===== src/rtl/cvkt_pkg.sv =====
// package: shared types and constants for the constant-velocity tracker
package cvkt_pkg;

    localparam logic [1:0] OP_INIT    = 2'd0;
    localparam logic [1:0] OP_PREDICT = 2'd1;
    localparam logic [1:0] OP_UPDATE  = 2'd2;

    localparam logic CFG_MEAS_NOISE  = 1'b0;
    localparam logic CFG_INITIAL_COV = 1'b1;

    // room for a 32-bit magnitude shifted by up to 24 fraction bits
    localparam int DIV_QW = 56;

    typedef struct packed {
        logic               start;
        logic               negative;
        logic [DIV_QW-1:0]  dividend;
        logic [31:0]        divisor;
    } div_req_t;

    typedef struct packed {
        logic               done;
        logic signed [33:0] quotient;
    } div_rsp_t;

    function automatic logic signed [31:0] sat32(input logic signed [65:0] v);
        if (v > 66'sd2147483647) begin
            return 32'sh7fffffff;
        end else if (v < -66'sd2147483648) begin
            return 32'sh80000000;
        end else begin
            return v[31:0];
        end
    endfunction

    function automatic logic is_clip(input logic signed [65:0] v);
        return (v > 66'sd2147483647) || (v < -66'sd2147483648);
    endfunction

endpackage


===== src/rtl/cvkt_divider.sv =====
// module: restoring divider, one quotient bit per cycle, rounds half away from zero
module cvkt_divider (
    input  logic               aclk,
    input  logic               aresetn,
    input  cvkt_pkg::div_req_t req,
    output cvkt_pkg::div_rsp_t rsp
);
    import cvkt_pkg::*;

    localparam int CW = $clog2(DIV_QW + 2);

    logic [DIV_QW:0]   num_reg, num_next;
    logic [DIV_QW:0]   quo_reg, quo_next;
    logic [33:0]       rem_reg, rem_next;
    logic [32:0]       den_reg, den_next;
    logic [CW-1:0]     cnt_reg, cnt_next;
    logic              busy_reg, busy_next;
    logic              neg_reg, neg_next;
    logic              done_reg, done_next;
    logic [34:0]       trial;
    logic [DIV_QW:0]   qround;

    // quotient of (2*mag + d) / (2*d)
    always_comb begin
        num_next  = num_reg;
        quo_next  = quo_reg;
        rem_next  = rem_reg;
        den_next  = den_reg;
        cnt_next  = cnt_reg;
        busy_next = busy_reg;
        neg_next  = neg_reg;
        done_next = 1'b0;
        trial     = {rem_reg, num_reg[DIV_QW]};
        if (req.start) begin
            num_next  = {req.dividend, 1'b0} + {{(DIV_QW-31){1'b0}}, req.divisor};
            den_next  = {req.divisor, 1'b0};
            rem_next  = '0;
            quo_next  = '0;
            cnt_next  = CW'(DIV_QW + 1);
            busy_next = 1'b1;
            neg_next  = req.negative;
        end else if (busy_reg) begin
            if (trial >= {2'b0, den_reg}) begin
                rem_next = 34'(trial - {2'b0, den_reg});
                quo_next = {quo_reg[DIV_QW-1:0], 1'b1};
            end else begin
                rem_next = trial[33:0];
                quo_next = {quo_reg[DIV_QW-1:0], 1'b0};
            end
            num_next = {num_reg[DIV_QW-1:0], 1'b0};
            cnt_next = cnt_reg - 1'b1;
            if (cnt_reg == CW'(1)) begin
                busy_next = 1'b0;
                done_next = 1'b1;
            end
        end
    end

    always_ff @(posedge aclk) begin
        if (!aresetn) begin
            busy_reg <= 1'b0;
            done_reg <= 1'b0;
            cnt_reg  <= '0;
        end else begin
            busy_reg <= busy_next;
            done_reg <= done_next;
            cnt_reg  <= cnt_next;
        end
        num_reg <= num_next;
        quo_reg <= quo_next;
        rem_reg <= rem_next;
        den_reg <= den_next;
        neg_reg <= neg_next;
    end

    // saturate magnitude to 33 bits so sat32 downstream clips correctly
    assign qround = (|quo_reg[DIV_QW:33]) ? {{(DIV_QW-32){1'b0}}, 33'h100000000} : quo_reg;
    assign rsp.done = done_reg;
    assign rsp.quotient = neg_reg ? -$signed({1'b0, qround[32:0]})
                                  : $signed({1'b0, qround[32:0]});

endmodule


===== config.mk =====
export PLATFORM = sky130hd
export DESIGN_NAME = cvkt_divider
export DESIGN_NICKNAME = d
export VERILOG_FILES = /design/src/rtl/cvkt_pkg.sv /design/src/rtl/cvkt_divider.sv
export SDC_FILE = /design/constraint.sdc
export NUM_CORES = 1
export LEC_CHECK = 0
export ABC_CLOCK_PERIOD_IN_PS = 9720
export BUFFER_PORTS_ARGS = -buffer_cell sky130_fd_sc_hd__buf_2
export CELL_PAD_IN_SITES_DETAIL_PLACEMENT = 1
export CELL_PAD_IN_SITES_GLOBAL_PLACEMENT = 1
export CORE_UTILIZATION = 45
export CTS_BUF_LIST = sky130_fd_sc_hd__clkbuf_4
export CTS_CLUSTER_SIZE = 24
export DETAILED_ROUTE_END_ITERATION = 16
export GPL_ROUTABILITY_DRIVEN = 0
export PLACE_DENSITY = 0.81
export SYNTH_ARGS = -nofsm -noshare
export SYNTH_HDL_FRONTEND = slang
export SYNTH_SLANG_ARGS = --single-unit

===== constraint.sdc =====
create_clock -name aclk -period 9.72 [get_ports aclk]
set_input_delay 1.944 -clock aclk [delete_from_list [all_inputs] [get_ports aclk]]
set_output_delay 1.944 -clock aclk [all_outputs]
set_load 0.01 [all_outputs]

==> results.md <==
- The commonest non-fill, non-tap cell in the layout is nor2_1.
- The first global-routing pass estimated 50.0 mm of wire.
- The initial cell density of the core is 45.8%.
- The smallest clock period supported by the final layout is computed as slightly below 6 ns.
- The synthesized netlist contains 65 unique library cells.
- The leakage power figure is 5.52 nW.
- The critical path startpoint category is a flop.
- The die is 165 µm tall.
- The H-tree level count is 4.
- The worst reg-to-reg setup slack is roughly 5.4 ns.
- The number of hold buffers added after CTS was 0.
- The die is 165 µm wide.
- In the synthesized netlist the async set-or-reset flop fraction comes to 0%.
- A synthesized cell averages about 9.0 µm².
- Data on the critical path arrives at its endpoint at 3.91 ns.
- The top-level port count is about 130.
- At the pin with the least slew margin, the transition time is ~1.1 ns.
- The class of the most critical hold timing path is flop to flop.
- The destination of the worst hold path is rem_reg[33].
- For this design the ratio of total power to cell area is 149 nW/µm².
- TritonCTS created 17 clock buffers.
- Summed over all layers, the global routing overflow is 0.
- The global routing's busiest layer is met2.
- In this run the post-CTS setup repair buffer count came out at 0.
- The number of filler instances in the final layout is 3130.
- The count of input and output buffers is 126.
- The final-report setup violation count is 0.
- The number of warning messages in the yosys log is 0.
- Counting along the longest clock path gives a buffer depth of 2.
- After floorplanning, the core was divided into slightly below 60 placement rows.
- Measured in cells, the most critical reg-to-reg path has a length of 13.
- The first-pass iteration count of the detailed router is 5.
- The clock sink total is 189.
- The routed wire length is 30.3 mm.
- The startpoint of the lowest-slack hold path is rem_reg[33].
- The part of the Yosys area used for sequential elements is 39.3%.
- The count of flip-flops with a built-in enable after synthesis is 90.
- Across the run, the number of max-cap violations was 0.
- The number of antenna violations at the first check in global routing is 1.
- The type of destination of the critical path is an output port.
- Post-CTS repair changed the size of 0 cells.
- The worst pin sits at a relative slew slack of between 20% and 30%.
- The maximum VDD drop is 0.0000700 V.
- The area growth from synthesis to layout is 9.85%.
- The worst register-to-register path ends at rem_reg[3].
- The worst-case hold slack is 0.500 ns.
- The clock latency on the worst-skew pair is a little over 0.6 ns.
- The number of nets produced by synthesis is 1482.
- The clock transition at the register clock pins on the worst setup and hold paths after CTS is roughly 0.17 ns.
- The overall fraction of global-route tracks in use is 23.0%.
- Entering global routing, the biggest net connects 97 pins.
- For this run, the leading register cell type out of synthesis is dfxtp_1.
- In the final layout, the share of cells above drive strength 1 is ~15%.
- In the routed layout, each cell is associated on average with a via count of 5.74.
- The total half-perimeter wirelength after legalization and detailed placement is approximately 22 mm.
- The count of pins over their slew limit is 0.
- For this run, the top clock speed supported by timing is 171 MHz.
- The data required time of the critical path is 7.78 ns.
- The detailed-route DRC error count is 0.
- In this run, the number of DRC markers left after iteration 0 of detailed routing was 667.
- The synthesized instance count is 1322.
- The synthesized design contains 189 register bits.
- The die area is 27200 µm².
- The synthesized area is 11900 µm².
- The global-route track usage on met3 is 3.21%.
- Setup repair after global routing left no endpoint under its margin.
- The post-route antenna net violation count is 0.
- The class of the most critical setup path is flop to output port.
- The number of nets in the layout is 1570.
- The clock root buffer is clkbuf_4.
- The via count of the first global-routing pass was 10200.
- In the final routed layout, each cell accounts on average for roughly 17 µm.
- The final hold violation count is 0.
- The area of the placeable core is ~26000 µm².
- The largest fanout on the critical path is 7.
- The library cells used most frequently in the layout, excluding fill and tap cells, are nor2_1 (176), buf_2 (125), a21oi_1 (110).
- The cell count of the worst hold path is 2.
- The worst path uses 60.2% of the clock period.
- The met1 track demand over resource in global routing is between 30% and 40%.
- For the final routed database, the setup TNS stands at 0 ns.
- The final setup skew is 0.0245 ns.
- The detailed router placed roughly 10000 vias in this run.
- The global routing usage on met2 is roughly 39%.
- The CTS tree is done.
- The flow ran to the end, and the final reports show no timing, DRC or antenna violations.
- The worst register-to-register path begins at rem_reg[0].
-- per-stage QoR --
stage / setup WS [ns] / cells / util (%) / instance area, µm² / total power [mW]
detailed placement: 3.94 / 1726 / 49.1 / 12800 / 1.52
global route: 3.67 / 1759 / 50.3 / 13100 / 2.07
CTS: 3.80 / 1758 / 50.3 / 13100 / 1.97
global placement: 4.20 / 1726 / 49.1 / 12800 / 1.49
finish: 3.87 / 1759 / 50.3 / 13100 / 1.95
floorplan: 4.79 / 1322 / - / 11900 / 1.36
-- how the worst max path moves through the flow --
| stage | cells past startpoint | to | start |
|---|---|---|---|
| 4_1_cts | 10 | rsp[31] | quo_reg[2] |
| 3_5_place_dp | 13 | num_reg[47] | req[1] |
| 3_3_place_gp | 13 | num_reg[51] | req[1] |
| 5_1_grt | 10 | rsp[31] | quo_reg[2] |
| 2_1_floorplan | 9 | rsp[31] | quo_reg[2] |
| 6_report | 10 | rsp[31] | quo_reg[2] |
-- routing by layer --
metal / share of wire (%) / up-vias
li1: - / 4966
met4: 1.5 / 0
met1: 48 / 4904
met2: 48 / 184
met3: 2.8 / 36
met5: 0 / -
-- cells in the mapped netlist (8+ instances only) --
library cell / count / area, µm²
a211oi_1: 18 / 135
a21o_1: 21 / 158
a21oi_1: 110 / 551
a311oi_1: 20 / 175
a31oi_1: 15 / 93.8
and3_1: 11 / 68.8
clkbuf_1: 60 / 225
dfxtp_1: 99 / 1980
edfxtp_1: 90 / 2700
ha_1: 66 / 826
inv_1: 60 / 225
mux2_2: 28 / 315
mux2i_1: 66 / 661
nand2_1: 103 / 387
nand3_1: 29 / 145
nand4_1: 20 / 125
nor2_1: 177 / 664
nor3_1: 14 / 70.1
nor4_1: 11 / 68.8
o2111ai_1: 8 / 70.1
o211ai_1: 8 / 60.1
o21a_1: 13 / 97.6
o21ai_0: 54 / 270
o31ai_1: 9 / 67.6
or3_1: 9 / 56.3
xnor2_1: 39 / 342
xor2_1: 64 / 561
-- logic make-up after synthesis --
logic type,synth area share (%)
AOI/OAI and AO/OA,17.6
xor gates and xnor gates,7.57
adders and majority gates,7.26
buffers and inverters,3.98
DFF,39.3
muxes,8.18
and+or+nand+nor,16.1
-- critical path: stages (launching register included) --
cell	delay, ns
dfxtp_1	0.40
or4_1	0.55
or3_4	0.36
or4_4	0.44
or2_4	0.26
or3_4	0.40
or2_4	0.25
o41ai_4	0.23
xor2_1	0.19
nor2_1	0.06
buf_2	0.16
-- where the power goes --
part,total [mW],leakage (nW),internal (mW),switching [mW]
combinational,0.554,3.66,0.231,0.323
sequential,0.951,1.70,0.911,0.0405
clock,0.442,0.162,0.122,0.320
total,1.95,5.52,1.26,0.684
-- cell type report --
class	count	area [µm²]	share of cell area, %
multi-input cells	1008	6770	51.7
flip-flops and latches	189	4690	35.8
inverters	60	225	1.72
repair buffers	134	697	5.32
clock inverters	15	171	1.31
well taps	335	419	3.20
diodes	1	2.50	0.0191
clock buffers	17	128	0.974
Power figures use the tool's default switching activity.
